==> src/rtl/bep_pkg.sv <==
// Shared types and constants of the backlight effect PWM block.
// Used by bep_pwm and backlight_effect_pwm; depends on nothing.

package bep_pkg;

  localparam int unsigned LVL_W   = 5;  // brightness level width
  localparam int unsigned POS_W   = 5;  // PWM cycle position width
  localparam int unsigned ACC_W   = 8;  // distributing counter width
  localparam int unsigned CFG_W   = 8;  // widest configuration register
  localparam int unsigned CFG_IDX_W = 3;
  localparam int unsigned OUT_W   = 16; // packed result width, whole bytes

  typedef enum logic [2:0] {
    CMD_TICK   = 3'd0,
    CMD_REACT  = 3'd1,
    CMD_NEXT   = 3'd2,
    CMD_DIMMER = 3'd3,
    CMD_USB    = 3'd4
  } cmd_e;

  typedef enum logic [1:0] {
    MODE_STATIC    = 2'd0,
    MODE_BREATHING = 2'd1,
    MODE_REACTIVE  = 2'd2,
    MODE_ERODE     = 2'd3
  } mode_e;

  typedef enum logic [2:0] {
    REG_DIMMER_STEP = 3'd0,
    REG_WRAP_MASK   = 3'd1,
    REG_MIN_LEVEL   = 3'd2,
    REG_PEAK        = 3'd3,
    REG_TROUGH      = 3'd4,
    REG_DELAY       = 3'd5,
    REG_ERODE_STEP  = 3'd6,
    REG_MOD_MASK    = 3'd7
  } reg_idx_e;

endpackage

==> src/rtl/backlight_effect_pwm.sv <==
// Top level of the backlight effect PWM block: event stream in, PWM/level
// result stream out. Depends on bep_pkg and bep_pwm.
//
// Usage: each item on the slave stream is one event, its kind in tuser
// (0 tick, 1 key react, 2 next mode, 3 dimmer step, 4 USB status) and the
// USB host flag in tdata bit 0. Every item gives exactly one result item on
// the master stream: indicator and gated backlight PWM bits, both levels and
// the current mode.
// Throughput is one item per cycle while the receiver takes results. An
// accepted item sits in the input register, is processed against the block
// state and lands in the result register, from which it is presented.
// The rate is set by the combinational state update between those registers.
// Reset clears the PWM counters and prescaler, sets both levels to full,
// selects static mode, drops the host flag and loads the register defaults.
// When the receiver stalls the result holds; one more item is taken into the
// input register, after which tready drops until the result is taken.
// Configuration writes (cfg_we_i) take effect at once and belong to idle time.

module backlight_effect_pwm #(
  parameter int unsigned LEVELS = 16
) (
  input  logic                          clk_i,
  input  logic                          rst_ni,
  // event stream
  input  logic                          s_axis_tvalid,
  output logic                          s_axis_tready,
  input  logic [7:0]                    s_axis_tdata,  // [0] usb_active, rest zero
  input  logic [2:0]                    s_axis_tuser,  // [2:0] cmd
  // result stream
  output logic                          m_axis_tvalid,
  input  logic                          m_axis_tready,
  // [0] indicator_on, [1] backlight_on, [6:2] indicator_level,
  // [11:7] backlight_level, [13:12] current_mode, [15:14] zero
  output logic [bep_pkg::OUT_W-1:0]     m_axis_tdata,
  // configuration write port
  input  logic                          cfg_we_i,
  input  logic [bep_pkg::CFG_IDX_W-1:0] cfg_idx_i,
  input  logic [bep_pkg::CFG_W-1:0]     cfg_wdata_i
);

  localparam int unsigned LW = bep_pkg::LVL_W;
  localparam int unsigned AW = bep_pkg::ACC_W;
  localparam int unsigned PW = bep_pkg::POS_W;

  // configuration registers
  logic [3:0]    dstep_q;
  logic [LW-1:0] wmask_q, minlvl_q, peak_q, trough_q, estep_q;
  logic [7:0]    delay_q, modmask_q;

  // input register
  logic       in_vld_q;
  logic [2:0] cmd_q;
  logic       usb_q;

  // block state
  logic [PW-1:0]       pos_q, pos_d;
  logic [AW-1:0]       iacc_q, iacc_d, bacc_q, bacc_d;
  logic [LW-1:0]       ilvl_q, ilvl_d, blvl_q, blvl_d;
  bep_pkg::mode_e      mode_q, mode_d;
  logic                rise_q, rise_d;
  logic [7:0]          presc_q, presc_d;
  logic                iout_q, iout_d, bout_q, bout_d;
  logic                host_q, host_d;

  // result register
  logic                      out_vld_q;
  logic [bep_pkg::OUT_W-1:0] out_q;

  logic adv;

  assign adv           = in_vld_q && (!out_vld_q || m_axis_tready);
  assign s_axis_tready = !in_vld_q || adv;
  assign m_axis_tvalid = out_vld_q;
  assign m_axis_tdata  = out_q;

  always_ff @(posedge clk_i or negedge rst_ni) begin
    if (!rst_ni) begin
      dstep_q   <= 4'd2;
      wmask_q   <= LW'(15);
      minlvl_q  <= LW'(1);
      peak_q    <= LW'(12);
      trough_q  <= LW'(2);
      delay_q   <= 8'd10;
      estep_q   <= LW'(4);
      modmask_q <= 8'hFF;
    end else if (cfg_we_i) begin
      case (cfg_idx_i)
        bep_pkg::REG_DIMMER_STEP: dstep_q   <= cfg_wdata_i[3:0];
        bep_pkg::REG_WRAP_MASK:   wmask_q   <= cfg_wdata_i[LW-1:0];
        bep_pkg::REG_MIN_LEVEL:   minlvl_q  <= cfg_wdata_i[LW-1:0];
        bep_pkg::REG_PEAK:        peak_q    <= cfg_wdata_i[LW-1:0];
        bep_pkg::REG_TROUGH:      trough_q  <= cfg_wdata_i[LW-1:0];
        bep_pkg::REG_DELAY:       delay_q   <= cfg_wdata_i;
        bep_pkg::REG_ERODE_STEP:  estep_q   <= cfg_wdata_i[LW-1:0];
        bep_pkg::REG_MOD_MASK:    modmask_q <= cfg_wdata_i;
        default: ;
      endcase
    end
  end

  // ---- tick path -----------------------------------------------------------
  logic [PW-1:0] pos_inc, t_pos;
  logic [AW-1:0] t_iacc, t_bacc;
  logic [7:0]    presc_inc, t_presc;
  logic [LW-1:0] t_blvl;
  logic          t_rise;
  logic          t_ion, t_bon;
  logic [AW-1:0] t_iacc_n, t_bacc_n;

  always_comb begin
    pos_inc = pos_q + PW'(1);
    if (pos_inc > PW'(LEVELS)) begin
      t_pos  = PW'(1);
      t_iacc = '0;
      t_bacc = '0;
    end else begin
      t_pos  = pos_inc;
      t_iacc = iacc_q;
      t_bacc = bacc_q;
    end
  end

  always_comb begin
    presc_inc = presc_q + 8'd1;
    t_presc   = presc_inc;
    t_blvl    = blvl_q;
    t_rise    = rise_q;
    if (presc_inc >= delay_q) begin
      t_presc = '0;
      case (mode_q)
        bep_pkg::MODE_BREATHING: begin
          if (rise_q) begin
            if (blvl_q != '1) t_blvl = blvl_q + LW'(1);
            if (t_blvl >= peak_q) t_rise = 1'b0;
          end else begin
            if (blvl_q != '0) t_blvl = blvl_q - LW'(1);
            if (t_blvl <= trough_q) t_rise = 1'b1;
          end
        end
        bep_pkg::MODE_REACTIVE: begin
          if (blvl_q > trough_q) t_blvl = blvl_q - LW'(1);
        end
        bep_pkg::MODE_ERODE: begin
          if (blvl_q < LW'(LEVELS)) t_blvl = blvl_q + LW'(1);
        end
        default: ;
      endcase
    end
  end

  bep_pwm #(.LEVELS(LEVELS)) u_ind_pwm (
    .pos_i   (t_pos),
    .level_i (ilvl_q),
    .accum_i (t_iacc),
    .mask_i  ({AW{1'b1}}),
    .on_o    (t_ion),
    .accum_o (t_iacc_n)
  );

  bep_pwm #(.LEVELS(LEVELS)) u_bl_pwm (
    .pos_i   (t_pos),
    .level_i (t_blvl),
    .accum_i (t_bacc),
    .mask_i  (t_rise ? modmask_q : {AW{1'b1}}),
    .on_o    (t_bon),
    .accum_o (t_bacc_n)
  );

  // ---- other events --------------------------------------------------------
  logic [LW-1:0]  dim_lvl;
  logic [LW-1:0]  sum_lvl;
  bep_pkg::mode_e mode_nx;

  assign sum_lvl = ilvl_q + LW'(dstep_q);
  assign dim_lvl = (ilvl_q >= LW'(LEVELS)) ? minlvl_q : (sum_lvl & wmask_q);
  assign mode_nx = bep_pkg::mode_e'(2'(mode_q + 2'd1));

  always_comb begin
    pos_d   = pos_q;
    iacc_d  = iacc_q;
    bacc_d  = bacc_q;
    ilvl_d  = ilvl_q;
    blvl_d  = blvl_q;
    mode_d  = mode_q;
    rise_d  = rise_q;
    presc_d = presc_q;
    iout_d  = iout_q;
    bout_d  = bout_q;
    host_d  = host_q;
    if (adv) begin
      case (cmd_q)
        bep_pkg::CMD_TICK: begin
          pos_d   = t_pos;
          iacc_d  = t_iacc_n;
          bacc_d  = t_bacc_n;
          presc_d = t_presc;
          blvl_d  = t_blvl;
          rise_d  = t_rise;
          iout_d  = t_ion;
          bout_d  = t_bon;
        end
        bep_pkg::CMD_REACT: begin
          if (mode_q == bep_pkg::MODE_REACTIVE) begin
            blvl_d = peak_q;
          end else if (mode_q == bep_pkg::MODE_ERODE) begin
            if (blvl_q > estep_q) blvl_d = blvl_q - estep_q;
            else if (blvl_q != '0) blvl_d = blvl_q - LW'(1);
          end
        end
        bep_pkg::CMD_NEXT: begin
          mode_d = mode_nx;
          case (mode_nx)
            bep_pkg::MODE_STATIC:    blvl_d = ilvl_q;
            bep_pkg::MODE_BREATHING: blvl_d = trough_q;
            bep_pkg::MODE_REACTIVE: begin
              blvl_d = trough_q;
              rise_d = 1'b0;
            end
            default: begin
              blvl_d = LW'(LEVELS);
              rise_d = 1'b1;
            end
          endcase
        end
        bep_pkg::CMD_DIMMER: begin
          ilvl_d = dim_lvl;
          if (mode_q == bep_pkg::MODE_STATIC) blvl_d = dim_lvl;
        end
        bep_pkg::CMD_USB: host_d = usb_q;
        default: ;
      endcase
    end
  end

  always_ff @(posedge clk_i or negedge rst_ni) begin
    if (!rst_ni) begin
      in_vld_q  <= 1'b0;
      out_vld_q <= 1'b0;
      pos_q     <= '0;
      iacc_q    <= '0;
      bacc_q    <= '0;
      ilvl_q    <= LW'(LEVELS);
      blvl_q    <= LW'(LEVELS);
      mode_q    <= bep_pkg::MODE_STATIC;
      rise_q    <= 1'b0;
      presc_q   <= '0;
      iout_q    <= 1'b0;
      bout_q    <= 1'b0;
      host_q    <= 1'b0;
    end else begin
      if (s_axis_tready) in_vld_q <= s_axis_tvalid;
      if (adv) out_vld_q <= 1'b1;
      else if (m_axis_tready) out_vld_q <= 1'b0;
      pos_q   <= pos_d;
      iacc_q  <= iacc_d;
      bacc_q  <= bacc_d;
      ilvl_q  <= ilvl_d;
      blvl_q  <= blvl_d;
      mode_q  <= mode_d;
      rise_q  <= rise_d;
      presc_q <= presc_d;
      iout_q  <= iout_d;
      bout_q  <= bout_d;
      host_q  <= host_d;
    end
  end

  // payload registers
  always_ff @(posedge clk_i) begin
    if (s_axis_tready && s_axis_tvalid) begin
      cmd_q <= s_axis_tuser;
      usb_q <= s_axis_tdata[0];
    end
    if (adv) begin
      out_q <= {2'b00, mode_d, blvl_d, ilvl_d, host_d & bout_d, iout_d};
    end
  end

  // ---- assertions ----------------------------------------------------------
  a_pos_range: assert property (@(posedge clk_i) disable iff (!rst_ni)
    pos_q <= PW'(LEVELS))
    else $error("cycle position beyond LEVELS");

  a_tick_pos: assert property (@(posedge clk_i) disable iff (!rst_ni)
    (adv && cmd_q == bep_pkg::CMD_TICK) |=> (pos_q != '0))
    else $error("tick left cycle position at zero");

  a_mode_hold: assert property (@(posedge clk_i) disable iff (!rst_ni)
    !(adv && cmd_q == bep_pkg::CMD_NEXT) |=> $stable(mode_q))
    else $error("mode changed without a next-mode item");

  a_static_follow: assert property (@(posedge clk_i) disable iff (!rst_ni)
    (adv && cmd_q == bep_pkg::CMD_DIMMER && mode_q == bep_pkg::MODE_STATIC)
      |=> (blvl_q == ilvl_q))
    else $error("static backlight did not follow the indicator level");

  a_result_out: assert property (@(posedge clk_i) disable iff (!rst_ni)
    adv |=> m_axis_tvalid)
    else $error("processed item gave no result");

endmodule

==> src/rtl/bep_pwm.sv <==
// One distributing PWM channel: turns a level and the cycle position into an
// on/off bit and the next counter value. Depends on bep_pkg.

module bep_pwm #(
  parameter int unsigned LEVELS = 16
) (
  input  logic [bep_pkg::POS_W-1:0] pos_i,
  input  logic [bep_pkg::LVL_W-1:0] level_i,
  input  logic [bep_pkg::ACC_W-1:0] accum_i,
  input  logic [bep_pkg::ACC_W-1:0] mask_i,
  output logic                      on_o,
  output logic [bep_pkg::ACC_W-1:0] accum_o
);

  localparam int unsigned PROD_W = bep_pkg::POS_W + bep_pkg::LVL_W;

  logic [PROD_W-1:0]         prod;
  logic [bep_pkg::ACC_W-1:0] req;

  assign prod = PROD_W'(pos_i) * PROD_W'(level_i);
  assign req  = prod[bep_pkg::ACC_W-1:0] & mask_i;

  always_comb begin
    on_o    = 1'b0;
    accum_o = accum_i;
    if (level_i >= bep_pkg::LVL_W'(LEVELS)) begin
      on_o = 1'b1;
    end else if (req > accum_i) begin
      on_o    = 1'b1;
      accum_o = accum_i + bep_pkg::ACC_W'(LEVELS);
    end
  end

endmodule

==> config.mk <==
export PLATFORM = sky130hd
export DESIGN_NAME = backlight_effect_pwm
export DESIGN_NICKNAME = d
export VERILOG_FILES = /design/src/rtl/bep_pkg.sv /design/src/rtl/backlight_effect_pwm.sv /design/src/rtl/bep_pwm.sv
export SDC_FILE = /design/constraint.sdc
export NUM_CORES = 1
export LEC_CHECK = 0
export ABC_AREA = 1
export BUFFER_PORTS_ARGS = -buffer_cell sky130_fd_sc_hd__buf_2
export CAP_MARGIN = 20
export CORE_ASPECT_RATIO = 1.4
export CORE_UTILIZATION = 23
export DETAILED_ROUTE_END_ITERATION = 10
export PLACE_DENSITY = 0.42
export SETUP_SLACK_MARGIN = 0.02
export SYNTH_ARGS = -nofsm -noshare
export SYNTH_HDL_FRONTEND = slang
export SYNTH_SLANG_ARGS = --single-unit
export TNS_END_PERCENT = 1
==> constraint.sdc <==
create_clock -name clk_i -period 20.3 [get_ports clk_i]
set_clock_uncertainty 0.15 [all_clocks]
set_input_delay 5.075 -clock clk_i [delete_from_list [all_inputs] [get_ports clk_i]]
set_output_delay 5.075 -clock clk_i [all_outputs]
set_load 0.005 [all_outputs]
==> results.ini <==
[global_route]
grt_usage_pct = 13.3
first_global_vias = 6495
grt_first_pass_wirelength_um = 36000
antenna_found_initial = 0
grt_max_degree = 51
grt_overflow_total = 0

[clock_network]
clkSinkCount = 110
ctsHoldBuffers = 0
cts_setup_buffers = 0
clk_pin_slew_ps = 80
cts.repair.resized = 0
cts_buffers = 9
insertion_delay_ps = 380
cts_tree = yes
cts_max_level = 3
clock_path_buffers = 2
cts-root-buf = clkbuf_16

[worst_setup_path]
worstPathCellList = buf_2 -> inv_1 -> nand3_1 -> buf_2
crit_path_max_incr_delay_ps = 140
crit_path_frequent_cell = buf_2
crit_slowest_cell = buf_2
worst-path-buf-inv = 3
cp_data_required_time_ps = 15080
endpoint_kind = output pin
arrival_ps = 5480
reg2reg_depth = 41
cp_max_fo = 3
cp-start-kind = input port
critPathTopFamily = buffers and inverters
crit_type = input port to output pin
cp.depth = 4

[logic_synthesis]
synthSimpleGateAreaFrac_pct = 21.2
synthArstFlopShare_pct = 83.6
synth_top_area_share_pct = 21.6
ys_top_cells_by_count = nand2_1, inv_1, ha_1
synthAdderAreaFrac_pct = 18.0
synth_edf_count = 18
synth.distinct_cells = 48
ys_ff_latch = 110
synth_top_area_cell = dfrtp_1
synth.most_common_cell = nand2_1
synth_top_family_by_area = simple AND/OR/NAND/NOR gates
synth_compound_area_share_pct = 11.4
synth_area_um2 = 8120
synthMuxAreaShare_pct = 0.277
synth_flop_cell = dfrtp_1
syn-mean-instance-area_um2 = 7.93
netlist_instances = 1024
synth_area_leaders = dfrtp_1, ha_1, nand2_1
ys.warnings.count = 0
synthXorXnorAreaFrac_pct = 3.88
synth-seq-area-share_pct = 35.4

[worst_hold_path]
hp-class = register to register
hold_path_depth = 2

[power]
power_frac_seq_pct = 25.7
power_switching_uw = 691
power_frac_comb_pct = 60.5
vdd_drop_max_mv = 0.0461
power_density_nw_per_um2 = 153
p_leak_uw = 0.00448
p_int_uw = 700
clkPwrFrac_pct = 13.8
switching_share_pct = 49.7

[finish]
utilization_pct = 26.1
layout.nets = 1189
fill_cells = 3893
synthToLayoutAreaGrowth_pct = 12.0
antenna_cells = 0
drive_above_1_share_pct = 10.3

[drt]
initialDrtViolationCount = 331
detail-route-antenna-nets = 0
wl_per_cell_um = 15.2
drt-total-wl_um = 23000
vias_per_cell = 4.27
drc_errors = 0
vias = 6479
drt_pass1_iterations = 7

[timing]
finalSetupTns_ps = 0
finalMaxSlewViolations = 0
worst_pin_slew_ps = 718
rsz0062_at_grt = no
setup_viol = 0
max_slew_margin_pct = 51.7
hold_viol_final = 0
fin_crit_ps = 10710
post-route-period-util_pct = 52.7
fmax_mhz = 93.4

[outcome]
status = complete, no violations

[floorplan]
ioPinCount = 45
die_w_um = 161
die-area_um2 = 36100
start_util_pct = 23.3
core_um2 = 34900
rows = 81
fp.dieH_um = 224

[placement]
portBuffers = 35
post-dp-hpwl_um = 18300
place.gp.congestion = 0.873

[run]
drv_cap = 0

power by group through the flow:
stage          Combinational, uW  Clock [uW]  Sequential, uW
5_1_grt                      979         206             366
2_1_floorplan                645           0             329
3_3_place_gp                 847           0             363
6_report                     841         192             358
3_5_place_dp                 851           0             364
4_1_cts                      857         200             361
registers in the layout (all words and copies together) (netlist names), 2 cells and up:
signal and cells:
pos_q 5, bacc_q 8, trough_q 5, minlvl_q 5
dstep_q 4, estep_q 5, delay_q 8, m_axis_tdata 14
mode_q 2, wmask_q 5, cmd_q 3, blvl_q 5
presc_q 8, iacc_q 8, ilvl_q 5, peak_q 5
modmask_q 8
worst register-to-register path, delay by kind of cell (launching register included):
family / cells / cell delay (ps)
flops: 1 / 380
simple gates: 22 / 2760
buf+inv: 7 / 490
compound gates: 5 / 1140
fa+ha+maj: 6 / 2440
xor+xnor: 1 / 170
metal layers:
metal / routed length (um) / up-vias / global-route usage [%]
met5: 0 / - / 0
met4: 770 / 0 / 6.18
met3: 435 / 27 / 2.03
met2: 12600 / 72 / 25.4
met1: 9220 / 3041 / 14.0
li1: - / 3339 / -
logic make-up after synthesis:
logic type / count (synthesis)
simple gates: 401
buf+inv: 200
compound gates: 168
flops: 110
fa+ha+maj: 106
xor+xnor: 36
mux: 2
other cells: 1
path summary, 6_finish.rpt:
| check | startpoint | to | slack (ps) |
|---|---|---|---|
| worst max-delay path | m_axis_tready | s_axis_tready | 9590 |
| worst min-delay path | bacc_q[0] | bacc_q[0] | 320 |
| worst max register to register | presc_q[2] | m_axis_tdata[1] | 12580 |
| worst min register to register | bacc_q[0] | bacc_q[0] | 320 |
| max in group asynchronous | rst_ni | rise_q | 14320 |
| min in group asynchronous | rst_ni | delay_q[7] | 4540 |
cell type report:
class | count | area [um2] | share of cell area (%)
clock inverter | 6 | 76.3 | 0.840
tap | 456 | 571 | 6.28
inverter | 183 | 699 | 7.69
clock buffer | 10 | 229 | 2.52
sequential | 110 | 2870 | 31.6
multi-input combinational | 715 | 4450 | 49.0
timing repair buffer | 37 | 193 | 2.12
through the flow:
stage / power, uW / hold slack, ps / area (um2) / setup WS [ps] / instances
detailed placement: 1220 / 305 / 8790 / 9590 / 1501
CTS: 1420 / 326 / 9090 / 9590 / 1517
finish: 1390 / 325 / 9090 / 9590 / 1517
floorplan: 975 / 286 / 8120 / 9850 / 1025
global placement: 1210 / 301 / 8790 / 9610 / 1501
global route: 1550 / 355 / 9090 / 9540 / 1517
cell usage in the layout (no fill, tap or decap), types with 2 or more instances in the layout:
| master | instances |
|---|---|
| ha_1 | 88 |
| o22ai_1 | 10 |
| clkbuf_16 | 9 |
| nand2_2 | 6 |
| edfxtp_1 | 18 |
| nand2_4 | 2 |
| xnor2_1 | 9 |
| buf_2 | 34 |
| o211ai_1 | 8 |
| dfstp_2 | 22 |
| nand4_1 | 7 |
| o21bai_1 | 4 |
| nor2_1 | 81 |
| o21ai_0 | 81 |
| nand2_1 | 238 |
| inv_8 | 2 |
| a21o_1 | 2 |
| a21boi_0 | 3 |
| a21oi_1 | 45 |
| xor2_1 | 27 |
| dfrtp_1 | 70 |
| mux2_2 | 2 |
| a221oi_1 | 2 |
| nor2_2 | 3 |
| fa_1 | 18 |
| inv_2 | 6 |
| a211oi_1 | 3 |
| nor3_1 | 7 |
| nand3_1 | 42 |
| inv_1 | 173 |
| nor2_4 | 6 |
| nand3_2 | 3 |
| inv_6 | 3 |
| a31oi_1 | 3 |
| buf_4 | 3 |
| o21ai_1 | 3 |
| inv_4 | 2 |
| and2_1 | 2 |
| conb_1 | 2 |
No activity file was read; power rests on OpenSTA's default activity.
